File: src/hdl/ftsp_pkg.sv
// ============================================================================
// FLV tag stream parser package
// Shared types, codes and constants of the FLV tag stream parser.
// ============================================================================
package ftsp_pkg;

    localparam logic [7:0]  TYPE_AUDIO        = 8'h08;
    localparam logic [7:0]  TYPE_VIDEO        = 8'h09;
    localparam logic [7:0]  TYPE_SCRIPT       = 8'h12;
    localparam logic [7:0]  AUDIO_FORMAT_BYTE = 8'hAF;
    localparam logic [3:0]  VIDEO_CODEC_AVC   = 4'h7;
    localparam logic [7:0]  AAC_PACKET_MAX    = 8'd1;
    localparam logic [7:0]  AVC_PACKET_MAX    = 8'd2;
    localparam logic [23:0] AUDIO_SUB_LEN     = 24'd2;
    localparam logic [23:0] VIDEO_SUB_LEN     = 24'd5;

    typedef enum logic [1:0] {
        KIND_DESC    = 2'd0,
        KIND_PAYLOAD = 2'd1,
        KIND_ERROR   = 2'd2
    } kind_t;

    typedef enum logic [1:0] {
        CLASS_AUDIO   = 2'd0,
        CLASS_VIDEO   = 2'd1,
        CLASS_SCRIPT  = 2'd2,
        CLASS_UNKNOWN = 2'd3
    } class_t;

    typedef enum logic [2:0] {
        ERR_NONE         = 3'd0,
        ERR_AUDIO_FORMAT = 3'd1,
        ERR_AAC_PACKET   = 3'd2,
        ERR_VIDEO_CODEC  = 3'd3,
        ERR_AVC_PACKET   = 3'd4,
        ERR_TRUNCATED    = 3'd5
    } err_t;

    typedef struct packed {
        logic [7:0] data_byte;
        logic       buffer_end;
    } byte_t;

    typedef struct packed {
        kind_t       out_kind;
        class_t      tag_class;
        logic [23:0] declared_length;
        logic [31:0] time_stamp;
        logic [23:0] stream_number;
        logic [3:0]  media_code;
        logic [1:0]  packet_kind;
        logic [23:0] composition_offset;
        logic [7:0]  payload_value;
        err_t        error_code;
        logic        last_of_tag;
    } result_t;

    typedef struct packed {
        logic load;
        logic trunc_follow;
    } res_ctl_t;

    function automatic class_t class_of(input logic [7:0] type_byte);
        class_t cls;
        case (type_byte)
            TYPE_AUDIO:  cls = CLASS_AUDIO;
            TYPE_VIDEO:  cls = CLASS_VIDEO;
            TYPE_SCRIPT: cls = CLASS_SCRIPT;
            default:     cls = CLASS_UNKNOWN;
        endcase
        return cls;
    endfunction

endpackage

File: src/hdl/ftsp_in_if.sv
// ============================================================================
// FLV tag stream parser byte channel
// Valid/ready channel that carries one buffer byte and its end flag.
// ============================================================================
interface ftsp_in_if;
    logic       valid;
    logic       ready;
    logic [7:0] data_byte;
    logic       buffer_end;

    modport source (output valid, output data_byte, output buffer_end, input ready);
    modport sink   (input valid, input data_byte, input buffer_end, output ready);
endinterface

File: src/hdl/ftsp_out_if.sv
// ============================================================================
// FLV tag stream parser result channel
// Valid/ready channel that carries one parser result word.
// ============================================================================
interface ftsp_out_if;
    logic        valid;
    logic        ready;
    logic [1:0]  out_kind;
    logic [1:0]  tag_class;
    logic [23:0] declared_length;
    logic [31:0] time_stamp;
    logic [23:0] stream_number;
    logic [3:0]  media_code;
    logic [1:0]  packet_kind;
    logic [23:0] composition_offset;
    logic [7:0]  payload_value;
    logic [2:0]  error_code;
    logic        last_of_tag;

    modport source (
        output valid, output out_kind, output tag_class, output declared_length,
        output time_stamp, output stream_number, output media_code,
        output packet_kind, output composition_offset, output payload_value,
        output error_code, output last_of_tag, input ready
    );
    modport sink (
        input valid, input out_kind, input tag_class, input declared_length,
        input time_stamp, input stream_number, input media_code,
        input packet_kind, input composition_offset, input payload_value,
        input error_code, input last_of_tag, output ready
    );
endinterface

File: src/hdl/flv_tag_stream_parser_top.sv
// ============================================================================
// FLV tag stream parser
// Parses FLV tag buffers byte by byte into descriptors, payload bytes and
// error words.
// ============================================================================
// The byte_stream channel takes one buffer byte per word, with buffer_end
// high on the last byte of a tag buffer. The result_stream channel gives one
// word per result: a tag descriptor once the header and any audio or video
// sub-header are parsed, then one word per payload byte, or an error word.
// Header and padding bytes produce no word.
// A byte is accepted into an input register and parsed from there; its
// result word is then loaded into the result register and valid from it.
// The parser takes one byte per cycle while no byte with a result waits on
// a full result register. A byte that ends a buffer early after a
// descriptor or a payload byte yields two words, the second a truncation
// error; the result register sends them in turn, and a following byte that
// yields a word waits for the error word to be taken.
// Reset clears the header state and the valid flags of the input and result
// registers. When the receiver stalls, the result word holds; bytes that give
// no result still pass, and byte_stream.ready drops once a byte with a result
// waits behind the full result register.
module flv_tag_stream_parser_top (
    input  logic       clk,
    input  logic       rst_n,
    ftsp_in_if.sink    byte_stream,
    ftsp_out_if.source result_stream
);

    logic               consume;
    logic               byte_valid;
    ftsp_pkg::byte_t    byte_word;
    logic               out_free;
    ftsp_pkg::result_t  res;
    ftsp_pkg::res_ctl_t ctl;

    ftsp_in_stage u_in_stage (
        .clk         (clk),
        .rst_n       (rst_n),
        .byte_stream (byte_stream),
        .consume     (consume),
        .byte_valid  (byte_valid),
        .byte_word   (byte_word)
    );

    ftsp_core u_core (
        .clk        (clk),
        .rst_n      (rst_n),
        .byte_valid (byte_valid),
        .byte_word  (byte_word),
        .out_free   (out_free),
        .consume    (consume),
        .res        (res),
        .ctl        (ctl)
    );

    ftsp_out_buf u_out_buf (
        .clk           (clk),
        .rst_n         (rst_n),
        .res           (res),
        .ctl           (ctl),
        .out_free      (out_free),
        .result_stream (result_stream)
    );

endmodule

File: src/hdl/ftsp_in_stage.sv
// ============================================================================
// FLV tag stream parser input stage
// Registers one incoming byte until the parser core takes it.
// ============================================================================
module ftsp_in_stage (
    input  logic             clk,
    input  logic             rst_n,
    ftsp_in_if.sink          byte_stream,
    input  logic             consume,
    output logic             byte_valid,
    output ftsp_pkg::byte_t  byte_word
);

    logic            valid_reg;
    logic            valid_next;
    ftsp_pkg::byte_t word_reg;

    assign byte_stream.ready = !valid_reg || consume;
    assign byte_valid        = valid_reg;
    assign byte_word         = word_reg;

    always_comb
    begin
        valid_next = valid_reg;
        if (byte_stream.valid && byte_stream.ready)
        begin
            valid_next = 1'b1;
        end
        else if (consume)
        begin
            valid_next = 1'b0;
        end
    end

    always_ff @(posedge clk or negedge rst_n)
    begin
        if (!rst_n)
        begin
            valid_reg <= 1'b0;
        end
        else
        begin
            valid_reg <= valid_next;
        end
    end

    always_ff @(posedge clk)
    begin
        if (byte_stream.valid && byte_stream.ready)
        begin
            word_reg.data_byte  <= byte_stream.data_byte;
            word_reg.buffer_end <= byte_stream.buffer_end;
        end
    end

endmodule

File: src/hdl/ftsp_core.sv
// ============================================================================
// FLV tag stream parser core
// Holds the tag header state and turns one byte into at most one result,
// with a flag for a truncation error that must follow it.
// ============================================================================
module ftsp_core (
    input  logic              clk,
    input  logic              rst_n,
    input  logic              byte_valid,
    input  ftsp_pkg::byte_t   byte_word,
    input  logic              out_free,
    output logic              consume,
    output ftsp_pkg::result_t res,
    output ftsp_pkg::res_ctl_t ctl
);

    localparam logic [3:0] POS_TYPE        = 4'd0;
    localparam logic [3:0] POS_SIZE_FIRST  = 4'd1;
    localparam logic [3:0] POS_SIZE_LAST   = 4'd3;
    localparam logic [3:0] POS_STAMP_FIRST = 4'd4;
    localparam logic [3:0] POS_STAMP_LAST  = 4'd6;
    localparam logic [3:0] POS_STAMP_EXT   = 4'd7;
    localparam logic [3:0] POS_STREAM_FIRST = 4'd8;
    localparam logic [3:0] POS_STREAM_LAST = 4'd10;
    localparam logic [3:0] POS_MEDIA       = 4'd11;
    localparam logic [3:0] POS_PACKET      = 4'd12;
    localparam logic [3:0] POS_COMP_FIRST  = 4'd13;
    localparam logic [3:0] POS_COMP_LAST   = 4'd15;

    logic [3:0]  pos_reg,         pos_next;
    logic [7:0]  type_reg,        type_next;
    logic [23:0] size_reg,        size_next;
    logic [31:0] stamp_reg,       stamp_next;
    logic [23:0] stream_reg,      stream_next;
    logic [3:0]  media_reg,       media_next;
    logic [1:0]  packet_reg,      packet_next;
    logic [23:0] comp_reg,        comp_next;
    logic [23:0] remaining_reg,   remaining_next;
    logic        discard_reg,     discard_next;

    ftsp_pkg::class_t cls;
    ftsp_pkg::kind_t  res_kind;
    ftsp_pkg::err_t   res_err;
    logic             res_emit;
    logic [7:0]       res_pay;
    logic             res_last;
    logic             trunc_follow;
    logic             body_start;
    logic [23:0]      body_len;
    logic [7:0]       b;
    logic             end_flag;

    assign b        = byte_word.data_byte;
    assign end_flag = byte_word.buffer_end;
    assign cls      = ftsp_pkg::class_of(type_reg);

    always_comb
    begin
        pos_next       = pos_reg;
        type_next      = type_reg;
        size_next      = size_reg;
        stamp_next     = stamp_reg;
        stream_next    = stream_reg;
        media_next     = media_reg;
        packet_next    = packet_reg;
        comp_next      = comp_reg;
        remaining_next = remaining_reg;
        discard_next   = discard_reg;
        res_emit       = 1'b0;
        res_kind       = ftsp_pkg::KIND_DESC;
        res_err        = ftsp_pkg::ERR_NONE;
        res_pay        = 8'd0;
        res_last       = 1'b0;
        trunc_follow   = 1'b0;
        body_start     = 1'b0;
        body_len       = 24'd0;

        if (discard_reg)
        begin
            if (remaining_reg != 24'd0)
            begin
                remaining_next = remaining_reg - 24'd1;
                res_emit       = 1'b1;
                res_kind       = ftsp_pkg::KIND_PAYLOAD;
                res_pay        = b;
                res_last       = (remaining_next == 24'd0);
                trunc_follow   = end_flag && (remaining_next != 24'd0);
            end
        end
        else
        begin
            case (pos_reg) inside
                POS_TYPE:
                begin
                    type_next = b;
                end
                [POS_SIZE_FIRST:POS_SIZE_LAST]:
                begin
                    size_next = {size_reg[15:0], b};
                end
                [POS_STAMP_FIRST:POS_STAMP_LAST]:
                begin
                    stamp_next = {stamp_reg[31:24], stamp_reg[15:0], b};
                end
                POS_STAMP_EXT:
                begin
                    stamp_next = {b, stamp_reg[23:0]};
                end
                [POS_STREAM_FIRST:POS_STREAM_LAST]:
                begin
                    stream_next = {stream_reg[15:0], b};
                end
                default:
                begin
                    if (cls == ftsp_pkg::CLASS_AUDIO && pos_reg == POS_MEDIA)
                    begin
                        media_next = b[7:4];
                        if (b != ftsp_pkg::AUDIO_FORMAT_BYTE)
                        begin
                            res_emit = 1'b1;
                            res_kind = ftsp_pkg::KIND_ERROR;
                            res_err  = ftsp_pkg::ERR_AUDIO_FORMAT;
                        end
                    end
                    else if (cls == ftsp_pkg::CLASS_AUDIO && pos_reg == POS_PACKET)
                    begin
                        packet_next = b[1:0];
                        if (b > ftsp_pkg::AAC_PACKET_MAX)
                        begin
                            res_emit = 1'b1;
                            res_kind = ftsp_pkg::KIND_ERROR;
                            res_err  = ftsp_pkg::ERR_AAC_PACKET;
                        end
                        else
                        begin
                            body_start = 1'b1;
                            body_len   = (size_reg > ftsp_pkg::AUDIO_SUB_LEN) ?
                                         size_reg - ftsp_pkg::AUDIO_SUB_LEN : 24'd0;
                        end
                    end
                    else if (cls == ftsp_pkg::CLASS_VIDEO && pos_reg == POS_MEDIA)
                    begin
                        media_next = b[7:4];
                        if (b[3:0] != ftsp_pkg::VIDEO_CODEC_AVC)
                        begin
                            res_emit = 1'b1;
                            res_kind = ftsp_pkg::KIND_ERROR;
                            res_err  = ftsp_pkg::ERR_VIDEO_CODEC;
                        end
                    end
                    else if (cls == ftsp_pkg::CLASS_VIDEO && pos_reg == POS_PACKET)
                    begin
                        packet_next = b[1:0];
                        if (b > ftsp_pkg::AVC_PACKET_MAX)
                        begin
                            res_emit = 1'b1;
                            res_kind = ftsp_pkg::KIND_ERROR;
                            res_err  = ftsp_pkg::ERR_AVC_PACKET;
                        end
                    end
                    else if (cls == ftsp_pkg::CLASS_VIDEO && pos_reg >= POS_COMP_FIRST)
                    begin
                        comp_next = {comp_reg[15:0], b};
                        if (pos_reg == POS_COMP_LAST)
                        begin
                            body_start = 1'b1;
                            body_len   = (size_reg > ftsp_pkg::VIDEO_SUB_LEN) ?
                                         size_reg - ftsp_pkg::VIDEO_SUB_LEN : 24'd0;
                        end
                    end
                    else
                    begin
                        discard_next   = 1'b1;
                        remaining_next = 24'd0;
                    end
                end
            endcase

            if (res_emit)
            begin
                res_last       = 1'b1;
                discard_next   = 1'b1;
                remaining_next = 24'd0;
            end

            if (pos_reg == POS_STREAM_LAST)
            begin
                if (cls == ftsp_pkg::CLASS_SCRIPT)
                begin
                    body_start = 1'b1;
                    body_len   = size_reg;
                end
                else if (cls == ftsp_pkg::CLASS_UNKNOWN)
                begin
                    body_start = 1'b1;
                    body_len   = 24'd0;
                end
            end

            if (body_start)
            begin
                res_emit       = 1'b1;
                res_kind       = ftsp_pkg::KIND_DESC;
                res_last       = (body_len == 24'd0);
                discard_next   = 1'b1;
                remaining_next = body_len;
                trunc_follow   = end_flag && (body_len != 24'd0);
            end

            if (!discard_next)
            begin
                pos_next = pos_reg + 4'd1;
            end

            if (end_flag && !discard_next)
            begin
                res_emit = 1'b1;
                res_kind = ftsp_pkg::KIND_ERROR;
                res_err  = ftsp_pkg::ERR_TRUNCATED;
                res_last = 1'b1;
            end
        end
    end

    always_comb
    begin
        res.out_kind           = res_kind;
        res.tag_class          = ftsp_pkg::class_of(type_next);
        res.declared_length    = size_next;
        res.time_stamp         = stamp_next;
        res.stream_number      = stream_next;
        res.media_code         = media_next;
        res.packet_kind        = packet_next;
        res.composition_offset = comp_next;
        res.payload_value      = res_pay;
        res.error_code         = res_err;
        res.last_of_tag        = res_last;
    end

    assign consume          = byte_valid && (!res_emit || out_free);
    assign ctl.load         = consume && res_emit;
    assign ctl.trunc_follow = trunc_follow;

    always_ff @(posedge clk or negedge rst_n)
    begin
        if (!rst_n)
        begin
            pos_reg       <= 4'd0;
            type_reg      <= 8'd0;
            size_reg      <= 24'd0;
            stamp_reg     <= 32'd0;
            stream_reg    <= 24'd0;
            media_reg     <= 4'd0;
            packet_reg    <= 2'd0;
            comp_reg      <= 24'd0;
            remaining_reg <= 24'd0;
            discard_reg   <= 1'b0;
        end
        else if (consume)
        begin
            if (end_flag)
            begin
                pos_reg       <= 4'd0;
                type_reg      <= 8'd0;
                size_reg      <= 24'd0;
                stamp_reg     <= 32'd0;
                stream_reg    <= 24'd0;
                media_reg     <= 4'd0;
                packet_reg    <= 2'd0;
                comp_reg      <= 24'd0;
                remaining_reg <= 24'd0;
                discard_reg   <= 1'b0;
            end
            else
            begin
                pos_reg       <= pos_next;
                type_reg      <= type_next;
                size_reg      <= size_next;
                stamp_reg     <= stamp_next;
                stream_reg    <= stream_next;
                media_reg     <= media_next;
                packet_reg    <= packet_next;
                comp_reg      <= comp_next;
                remaining_reg <= remaining_next;
                discard_reg   <= discard_next;
            end
        end
    end

endmodule

File: src/hdl/ftsp_out_buf.sv
// ============================================================================
// FLV tag stream parser result register
// Holds one result word and replays it as a truncation error when one
// is due to follow it.
// ============================================================================
module ftsp_out_buf (
    input  logic               clk,
    input  logic               rst_n,
    input  ftsp_pkg::result_t  res,
    input  ftsp_pkg::res_ctl_t ctl,
    output logic               out_free,
    ftsp_out_if.source         result_stream
);

    logic              valid_reg;
    logic              valid_next;
    logic              trunc_reg;
    logic              trunc_next;
    ftsp_pkg::result_t res_reg;
    ftsp_pkg::result_t res_next;
    logic              taken;

    assign taken    = valid_reg && result_stream.ready;
    assign out_free = !valid_reg || (result_stream.ready && !trunc_reg);

    always_comb
    begin
        valid_next = valid_reg;
        trunc_next = trunc_reg;
        res_next   = res_reg;
        if (ctl.load)
        begin
            valid_next = 1'b1;
            trunc_next = ctl.trunc_follow;
            res_next   = res;
        end
        else if (taken)
        begin
            if (trunc_reg)
            begin
                trunc_next             = 1'b0;
                res_next.out_kind      = ftsp_pkg::KIND_ERROR;
                res_next.error_code    = ftsp_pkg::ERR_TRUNCATED;
                res_next.payload_value = 8'd0;
                res_next.last_of_tag   = 1'b1;
            end
            else
            begin
                valid_next = 1'b0;
            end
        end
    end

    always_ff @(posedge clk or negedge rst_n)
    begin
        if (!rst_n)
        begin
            valid_reg <= 1'b0;
            trunc_reg <= 1'b0;
        end
        else
        begin
            valid_reg <= valid_next;
            trunc_reg <= trunc_next;
        end
    end

    always_ff @(posedge clk)
    begin
        res_reg <= res_next;
    end

    assign result_stream.valid              = valid_reg;
    assign result_stream.out_kind           = res_reg.out_kind;
    assign result_stream.tag_class          = res_reg.tag_class;
    assign result_stream.declared_length    = res_reg.declared_length;
    assign result_stream.time_stamp         = res_reg.time_stamp;
    assign result_stream.stream_number      = res_reg.stream_number;
    assign result_stream.media_code         = res_reg.media_code;
    assign result_stream.packet_kind        = res_reg.packet_kind;
    assign result_stream.composition_offset = res_reg.composition_offset;
    assign result_stream.payload_value      = res_reg.payload_value;
    assign result_stream.error_code         = res_reg.error_code;
    assign result_stream.last_of_tag        = res_reg.last_of_tag;

endmodule
File: src/flat_wrapper.sv
// flat-port wrapper written by rule: the top's interface ports become plain ports
module flv_tag_stream_parser_top_flat 
  (clk, rst_n, byte_stream_valid, byte_stream_data_byte, byte_stream_buffer_end, byte_stream_ready, result_stream_valid, result_stream_out_kind, result_stream_tag_class, result_stream_declared_length, result_stream_time_stamp, result_stream_stream_number, result_stream_media_code, result_stream_packet_kind, result_stream_composition_offset, result_stream_payload_value, result_stream_error_code, result_stream_last_of_tag, result_stream_ready);
  ftsp_in_if byte_stream_i ();
  ftsp_out_if result_stream_i ();
  input  logic clk;
  input  logic rst_n;
  input wire logic [$bits(byte_stream_i.valid)-1:0] byte_stream_valid;
  input wire logic [$bits(byte_stream_i.data_byte)-1:0] byte_stream_data_byte;
  input wire logic [$bits(byte_stream_i.buffer_end)-1:0] byte_stream_buffer_end;
  output wire logic [$bits(byte_stream_i.ready)-1:0] byte_stream_ready;
  output wire logic [$bits(result_stream_i.valid)-1:0] result_stream_valid;
  output wire logic [$bits(result_stream_i.out_kind)-1:0] result_stream_out_kind;
  output wire logic [$bits(result_stream_i.tag_class)-1:0] result_stream_tag_class;
  output wire logic [$bits(result_stream_i.declared_length)-1:0] result_stream_declared_length;
  output wire logic [$bits(result_stream_i.time_stamp)-1:0] result_stream_time_stamp;
  output wire logic [$bits(result_stream_i.stream_number)-1:0] result_stream_stream_number;
  output wire logic [$bits(result_stream_i.media_code)-1:0] result_stream_media_code;
  output wire logic [$bits(result_stream_i.packet_kind)-1:0] result_stream_packet_kind;
  output wire logic [$bits(result_stream_i.composition_offset)-1:0] result_stream_composition_offset;
  output wire logic [$bits(result_stream_i.payload_value)-1:0] result_stream_payload_value;
  output wire logic [$bits(result_stream_i.error_code)-1:0] result_stream_error_code;
  output wire logic [$bits(result_stream_i.last_of_tag)-1:0] result_stream_last_of_tag;
  input wire logic [$bits(result_stream_i.ready)-1:0] result_stream_ready;
  assign byte_stream_i.valid = byte_stream_valid;
  assign byte_stream_i.data_byte = byte_stream_data_byte;
  assign byte_stream_i.buffer_end = byte_stream_buffer_end;
  assign byte_stream_ready = byte_stream_i.ready;
  assign result_stream_valid = result_stream_i.valid;
  assign result_stream_out_kind = result_stream_i.out_kind;
  assign result_stream_tag_class = result_stream_i.tag_class;
  assign result_stream_declared_length = result_stream_i.declared_length;
  assign result_stream_time_stamp = result_stream_i.time_stamp;
  assign result_stream_stream_number = result_stream_i.stream_number;
  assign result_stream_media_code = result_stream_i.media_code;
  assign result_stream_packet_kind = result_stream_i.packet_kind;
  assign result_stream_composition_offset = result_stream_i.composition_offset;
  assign result_stream_payload_value = result_stream_i.payload_value;
  assign result_stream_error_code = result_stream_i.error_code;
  assign result_stream_last_of_tag = result_stream_i.last_of_tag;
  assign result_stream_i.ready = result_stream_ready;
  flv_tag_stream_parser_top u_core (.clk(clk), .rst_n(rst_n), .byte_stream(byte_stream_i), .result_stream(result_stream_i));
endmodule
File: config.mk
export PLATFORM = sky130hd
export DESIGN_NAME = flv_tag_stream_parser_top_flat
export DESIGN_NICKNAME = d
export VERILOG_FILES = /design/src/hdl/ftsp_pkg.sv /design/src/hdl/ftsp_in_if.sv /design/src/hdl/ftsp_out_if.sv /design/src/hdl/flv_tag_stream_parser_top.sv /design/src/hdl/ftsp_in_stage.sv /design/src/hdl/ftsp_core.sv /design/src/hdl/ftsp_out_buf.sv /design/src/flat_wrapper.sv
export SDC_FILE = /design/constraint.sdc
export NUM_CORES = 1
export LEC_CHECK = 0
export ABC_AREA = 1
export BUFFER_PORTS_ARGS = -buffer_cell sky130_fd_sc_hd__buf_2
export CORE_MARGIN = 2
export CORE_UTILIZATION = 30
export CTS_CLUSTER_SIZE = 14
export DETAILED_ROUTE_END_ITERATION = 10
export GPL_TIMING_DRIVEN = 0
export PLACE_DENSITY_LB_ADDON = 0.15
export SLEW_MARGIN = 20
export SYNTH_ARGS = -nofsm -noshare
export SYNTH_HDL_FRONTEND = slang
export SYNTH_SLANG_ARGS = --single-unit
File: constraint.sdc
create_clock -name clk -period 8.6 [get_ports clk]
set_input_delay 0.86 -clock clk [delete_from_list [all_inputs] [get_ports clk]]
set_output_delay 0.86 -clock clk [all_outputs]
set_load 0.02 [all_outputs]
After elaboration in Yosys (flattened, before gate mapping)
Cells that the tools add are included.

cells by class
  add/sub/neg operators = 4
  $lt $le $gt $ge = 11
  eq/ne operators = 30
  muxes and demuxes = 195
  reductions and logical operators = 38

operators by type and width
  kind                   count
  $mux 24                56
  $mux 32                6
  $reduce_bool 24->1     3
  $mux 1                 66
  $mux 2                 32
  $mux 4                 13
  $ne 5x2->1 const B     10
  $logic_not 24->1       2
  $mux 8                 5
  $mux 12                3
  $mux 3                 12
  $eq 8x4->1 const B     4
  $gt 24x2->1 const B    1
  $gt 24x3->1 const B    1
  $sub 24x1->24 const B  1
  $sub 24x2->24 const B  1
  $sub 24x3->24 const B  1
  $eq 4x4->1 const B     4
  $eq 8x5->1 const B     2
  $logic_and 1x1->1      16
  $pmux 2 s3             2
  $reduce_and 12->1      1
  $ge 4x4->1 const B     2
  $gt 8x1->1 const B     1
  22 further kinds       33

storage, ports and cells
  register bits = 285
  input bits = 13
  output and inout port bits = 128

Longest topological paths before layout
  depth after elaboration = 30
  mapped depth = 21
  gate-level depth less buffers = 21

Cells and area by module
Synthesis repeated with hierarchy kept, for this count alone.

unflattened totals
  cell total of the unflattened synthesis = 1,800
  area, all modules = 15,148.3 µm²

modules (own cells, without submodules)
  module         times used  cells each  area an instance (µm²)  seq. area each (µm²)
  ftsp_core      1           1,622       10,851.7                3,678.5
  ftsp_out_buf   1           163         3,981.3                 3,833.7
  ftsp_in_stage  1           15          315.3                   295.3

Worst setup path after synthesis
OpenSTA, ideal clock, no wires.

  kind = reg-to-reg
  from = register u_core.u_core.pos_reg[0]
  to = register u_core.u_out_buf.res_reg (netlist bit u_core.u_out_buf.result_stream.composition_offset[0]) (enable)
  setup time = 0.467 ns
  arrival = 4.097 ns
  data required time = 8.133 ns
  slack = 4.037 ns
  cell stages (with the launch flop) = 15
  buffers on the path = 0
  clock period less this slack = 4.563 ns
  cell sequence = dfrtp_1 -> inv_1 -> ha_1 -> inv_1 -> nor2_2 -> nand3_4 -> clkinv_4 -> o21ai_2 -> nand2_1 -> inv_2 -> a21oi_2 -> nor2_4 -> o211ai_2 -> nand4_1 -> inv_1

between the ends
  word-level cells in the longest chain between the ends = 26

RTL lines
  what                                         line                                RTL
  start, declared                              ftsp_core.sv:30                     logic [3:0] pos_reg, pos_next;
  start signal, assigned                       ftsp_core.sv:276                    pos_reg <= pos_next;
  $ge 4x4->1 or $eq 4x4->1 (tied branches)     ftsp_core.sv:161, ftsp_core.sv:164
  $logic_and 1x1->1 or $mux 1 (tied branches)  ftsp_core.sv:161, ftsp_core.sv:164
  $mux 1                                       ftsp_core.sv:161                    else if (cls == ftsp_pkg::CLASS_VIDEO && pos_reg >= POS_COMP_FIRST)
  $mux 1                                       ftsp_core.sv:151                    else if (cls == ftsp_pkg::CLASS_VIDEO && pos_reg == POS_PACKET)
  $mux 1                                       ftsp_core.sv:141                    else if (cls == ftsp_pkg::CLASS_VIDEO && pos_reg == POS_MEDIA)
  $mux 1                                       ftsp_core.sv:125                    else if (cls == ftsp_pkg::CLASS_AUDIO && pos_reg == POS_PACKET)
  $mux 1                                       ftsp_core.sv:115                    if (cls == ftsp_pkg::CLASS_AUDIO && pos_reg == POS_MEDIA)
  $mux 1 (5 in a row)                          ftsp_core.sv:92                     case (pos_reg) inside
  [... 6 more ...]                             -
  $logic_not 1->1                              ftsp_core.sv:215                    if (end_flag && !discard_next)
  $logic_and 1x1->1                            ftsp_core.sv:215
  $mux 1 (*)                                   ftsp_core.sv:215
  $mux 1 (*)                                   ftsp_core.sv:78                     if (discard_reg)
  $logic_not 1->1                              ftsp_core.sv:240                    assign consume = byte_valid && (!res_emit || out_free);
  $logic_or 1x1->1                             ftsp_core.sv:240
  $logic_and 1x1->1                            ftsp_core.sv:240
  $logic_and 1x1->1 (*)                        ftsp_core.sv:241                    assign ctl.load = consume && res_emit;
  end signal, assigned                         ftsp_out_buf.sv:70                  res_reg <= res_next;
  end, declared                                ftsp_out_buf.sv:19                  ftsp_pkg::result_t res_reg;

Every way passes the cells marked *; elsewhere a longest branch is shown, timed or not. The select of a mux whose other input is x is not followed.
A chain may end at the register's enable or synchronous reset.

Final worst setup path
  from = register u_core.u_core.remaining_reg[0]
  to = output byte_stream_ready

between the ends
  word-level cells in the longest chain between the ends = 7

RTL lines
  what                    line                 RTL
  start, declared         ftsp_core.sv:38      logic [23:0] remaining_reg, remaining_next;
  start signal, assigned  ftsp_core.sv:284     remaining_reg <= remaining_next;
  $reduce_bool 24->1      ftsp_core.sv:80      if (remaining_reg != 24'd0)
  $mux 1                  ftsp_core.sv:80
  $mux 1                  ftsp_core.sv:78
  $logic_not 1->1         ftsp_core.sv:240
  $logic_or 1x1->1        ftsp_core.sv:240
  $logic_and 1x1->1       ftsp_core.sv:240
  $logic_or 1x1->1        ftsp_in_stage.sv:18  assign byte_stream.ready = !valid_reg || consume;
  end, declared           flat_wrapper.sv:11   output wire logic [$bits(byte_stream_i.ready)-1:0] byte_stream_ready;

No other way between the ends.

==> summary by stage <==
Status
The run finished with clean final reports.

Synthesis
The most common cell in the synthesized netlist is sky130_fd_sc_hd__nand2_1. The combinational family with the most area after synthesis is simple AND/OR/NAND/NOR gates. Synthesis inferred 285 register bits.

The compound-cell area share of the yosys netlist came to 0.108. Of the total synthesized cell area, the portion taken by full adders, half adders and majority gates is 0.00935. In this run, synthesis inferred 135 flip-flops with an integrated enable. By area the synthesized netlist is led by sky130_fd_sc_hd__edfxtp_1 (28%), sky130_fd_sc_hd__dfrtp_1 (26%), sky130_fd_sc_hd__nand2_1 (12%). The synthesized netlist net count is 1803. The mux cell area share after synthesis is 0. Of all flip-flops after synthesis, the portion carrying an async set or reset was 0.526.

In this run the cell area of the synthesized design comes to 14700 sq um. For this run, the number of Yosys warnings is 0. The commonest cells after synthesis are sky130_fd_sc_hd__nand2_1 (480), sky130_fd_sc_hd__inv_1 (181), sky130_fd_sc_hd__nor2_1 (172).

The most used flip-flop cell after synthesis is sky130_fd_sc_hd__dfrtp_1. Of the total synthesized cell area, the portion taken by AND, OR, NAND and NOR gates is 0.255. The cell count after synthesis is 1779. The share of the synthesized netlist area taken by xor and xnor gates is 0.0202. The area share of the largest cell type after synthesis is 0.275.

The sequential share of the synthesized area is 0.530. sky130_fd_sc_hd__edfxtp_1 takes more of the synthesized area than any other cell. A synthesized cell averages 8.27 sq um. The synthesized netlist contains 47 unique library cells.

Flow run
Across the run, the number of max-cap violations was 0.

Setup path
For the worst setup path, the data required time is 7.74 ns. The largest stage delay on the critical path is 0.42 ns. The highest net fanout along the worst path is 5. STA classifies the critical path startpoint as a register.

Walking the worst path, the cells encountered are inv_1 > ha_1 > nand2_1 > nor2_1 > nand2_1 > inv_1 > nand3_1 > nand3b_1 > nand4_1 > buf_2. The logic depth of the worst register-to-register path is 15. The worst setup path is captured at an output port. The launch instance of the worst register-to-register path is u_core.u_core.pos_reg[0]$_DFFE_PN0P_. The worst register-to-register path ends at u_core.u_out_buf.result_stream.declared_length[21]$_DFFE_PP_.

The start-to-end type of the worst setup path is register to output port. For the worst setup path, the data arrival time is roughly 3.1 ns. Setup slack on the worst reg-to-reg path comes out at between 4 and 5 ns. On the critical path, the stage with the largest delay is an instance of sky130_fd_sc_hd__dfrtp_1.

Die
The core footprint is 48600 sq um. From bottom edge to top edge, the die measures 226 um. The floorplan step set the die width to 226 um.

The die covers between 50000 and 60000 sq um. 141 I/O pins were placed. The initial cell density of the core is 0.303.

Row generation in the floorplan step produced a little over 80 rows.

STA
The worst path needs 3.94 ns of the cycle, external delays included. The final worst slack is between 4 and 5 ns. For the pin with the worst max-slew slack, the measured transition is 1.01 ns. The relative slew slack is 0.329. The number of setup violations in the final report is 0. Setup repair after global routing left no endpoint under its margin. Summed over all failing endpoints, the final setup total negative slack is 0 ns. In the finished design, the share of the clock period the worst path needs comes to 0.458.

The maximum clock frequency is 254 MHz. Clock skew on the completed layout was measured at between 0.015 and 0.02 ns. The max-slew violation count is 0. The number of hold violations in the final report is 0.

Layout
The combined area of the multi-input logic cells is 5780 sq um. The layout overhead on the synthesized area is 18.1%. The layout cell share with drive strength beyond 1 is 0.130. The filler cell count in the final layout is 5083. The number of antenna cells inserted is 0. The number of nets in the layout is 1983. The sequential cell area in the final layout is roughly 7800 sq um.

Global route
Across every metal layer, demand over resource in global routing totals 0.193. The first global-routing pass estimated 75500 um of wire. Entering global routing, the biggest net connects 78 pins. The initial antenna violation count was 0. The number of global-route vias before repair was 12700. The remaining global-route overflow is 0.

Route
The number of design rule violations left after detail routing is 0. The average routed wire per standard cell is 18.7 um. In this run the remaining antenna-violating nets after routing total 0. In this run, the number of DRC markers left after iteration 0 of detailed routing was around 1000.

The detailed-route vias per instance is between 4 and 5. Summing over every cut layer, the via total after detailed routing is between 10000 and 15000. The final wirelength is 48800 um. The first-pass iteration count of the detailed router is 6.

Clocking
At the later pin of the worst-skew pair, clock insertion delay measures about 0.54 ns. In this run, post-CTS hold repair placed 0 buffers. The number of clock sinks is 285. The H-tree depth is 2. After clock tree synthesis, the clock-pin slew on the worst setup and hold paths is roughly 0.07 ns.

Buffers inserted during clock tree synthesis total 35. The count of cells resized by post-cts repair is 0. In this run the post-CTS setup repair buffer count came out at 0. TritonCTS built the clock tree. The maximum number of buffers from clock root to sink is 3. The clock tree root driver cell is sky130_fd_sc_hd__clkbuf_16.

Power
VDD sags by at most roughly 0.16 mV. The switching power total is 2.99 mW. The share of total power dissipated in combinational logic is 0.457.

The power per cell area is 376 nW/um^2. The internal power of the cells totals 3.55 mW. The clock network fraction of design power is 0.221.

Summed over all cells, the static leakage comes to 7.82 nW. Of the total power, registers draw 0.322. The switching portion of total power is 0.457.

Min path
The min-delay analysis places its worst path in the category input port to async pin.

Place
Routability-driven placement finished with a final weighted congestion of 0.914. The detailed-placement wirelength estimate is 35500 um. The number of port buffers is 140. The worst slack at placement is between 4 and 5 ns.
-- cells by family (layout without fill, tap and decap cells) --
family	count (synthesis)	after routing
DFF	285	285
AOI/OAI and AO/OA	302	302
adders and majority gates	11	11
and+or+nand+nor	866	866
xor gates and xnor gates	34	34
buffers and inverters	281	488
-- how the worst max path moves through the flow --
stage | start | end | slack (ns)
after floorplan | u_core.u_core.pos_reg[0]$_DFFE_PN0P_ | register | 4.04
after global placement | u_core.u_core.pos_reg[0]$_DFFE_PN0P_ | u_core.u_out_buf.result_stream.declared_length[21]$_DFFE_PP_ | 2.27
after detailed placement | u_core.u_core.pos_reg[0]$_DFFE_PN0P_ | u_core.u_out_buf.result_stream.declared_length[21]$_DFFE_PP_ | 4.90
after CTS | u_core.u_in_stage.byte_valid$_DFFE_PN0P_ | byte_stream_ready | 4.62
after global routing | u_core.u_core.remaining_reg[0]$_DFFE_PN0P_ | byte_stream_ready | 4.49
final | u_core.u_core.remaining_reg[0]$_DFFE_PN0P_ | byte_stream_ready | 4.66
-- worst max-delay path: cells and delay by family, from the launching register on --
| family | cells | cell delay [ns] |
|---|---|---|
| buffers and inverters | 3 | 0.53 |
| and+or+nand+nor | 6 | 1.28 |
| DFF | 1 | 0.42 |
| adders and majority gates | 1 | 0.30 |
-- cells in the final DEF, fill, tap and decap left out, types with 5 or more instances in the layout --
cell type and instances:
sky130_fd_sc_hd__o21ai_1 117, sky130_fd_sc_hd__a21oi_1 15, sky130_fd_sc_hd__nor2_2 5, sky130_fd_sc_hd__nand2_2 5, sky130_fd_sc_hd__o211ai_1 7, sky130_fd_sc_hd__clkbuf_1 63, sky130_fd_sc_hd__buf_2 167, sky130_fd_sc_hd__edfxtp_1 135
sky130_fd_sc_hd__o21ai_0 146, sky130_fd_sc_hd__clkinv_1 6, sky130_fd_sc_hd__clkbuf_16 37, sky130_fd_sc_hd__xor2_1 27, sky130_fd_sc_hd__nand2_1 480, sky130_fd_sc_hd__nor2_1 172, sky130_fd_sc_hd__nand3_1 64, sky130_fd_sc_hd__nor3_1 12
sky130_fd_sc_hd__nand4_1 109, sky130_fd_sc_hd__ha_1 11, sky130_fd_sc_hd__xnor2_1 7, sky130_fd_sc_hd__inv_1 180, sky130_fd_sc_hd__inv_2 8, sky130_fd_sc_hd__clkinv_2 6, sky130_fd_sc_hd__buf_6 5, sky130_fd_sc_hd__dfrtp_1 150
-- per-stage QoR --
step                hold slack [ns]  std cells  utilization  power (mW)  instance area (sq um)
global route                  0.323       2608        0.357        7.02                  17400
CTS                           0.305       2608        0.357        6.59                  17400
finish                        0.287       2608        0.357        6.54                  17400
floorplan                     0.453       1779            -        4.12                  14700
global placement              0.467       2541        0.333        5.12                  16200
detailed placement            0.476       2544        0.335        5.10                  16300
-- final cells by class --
| class | instances | area share |
|---|---|---|
| clock inverters | 17 | 0.00835 |
| multi-input cells | 1213 | 0.332 |
| plain buffers | 90 | 0.0236 |
| inverters | 191 | 0.0420 |
| flip-flops and latches | 285 | 0.449 |
| clock buffers | 47 | 0.0554 |
| repair buffers | 143 | 0.0447 |
| well taps | 622 | 0.0448 |
-- power groups by stage --
stage / Clock [mW] / Sequential (mW) / Combinational [mW]
6_report: 1.44 / 2.11 / 2.99
2_1_floorplan: 0 / 2.36 / 1.77
4_1_cts: 1.49 / 2.11 / 2.99
5_1_grt: 1.54 / 2.14 / 3.33
3_5_place_dp: 0 / 2.13 / 2.97
3_3_place_gp: 0 / 2.17 / 2.96
-- metal layers --
layer	part of all wire	global-route usage	wire [um]	up-vias
met3	0.050	0.0272	2450	84
met2	0.47	0.316	22800	355
met1	0.45	0.263	22100	6260
met5	0	0	0	-
met4	0.029	0.0611	1420	0
li1	-	-	-	6291
No activity file was read; power rests on OpenSTA's default activity.
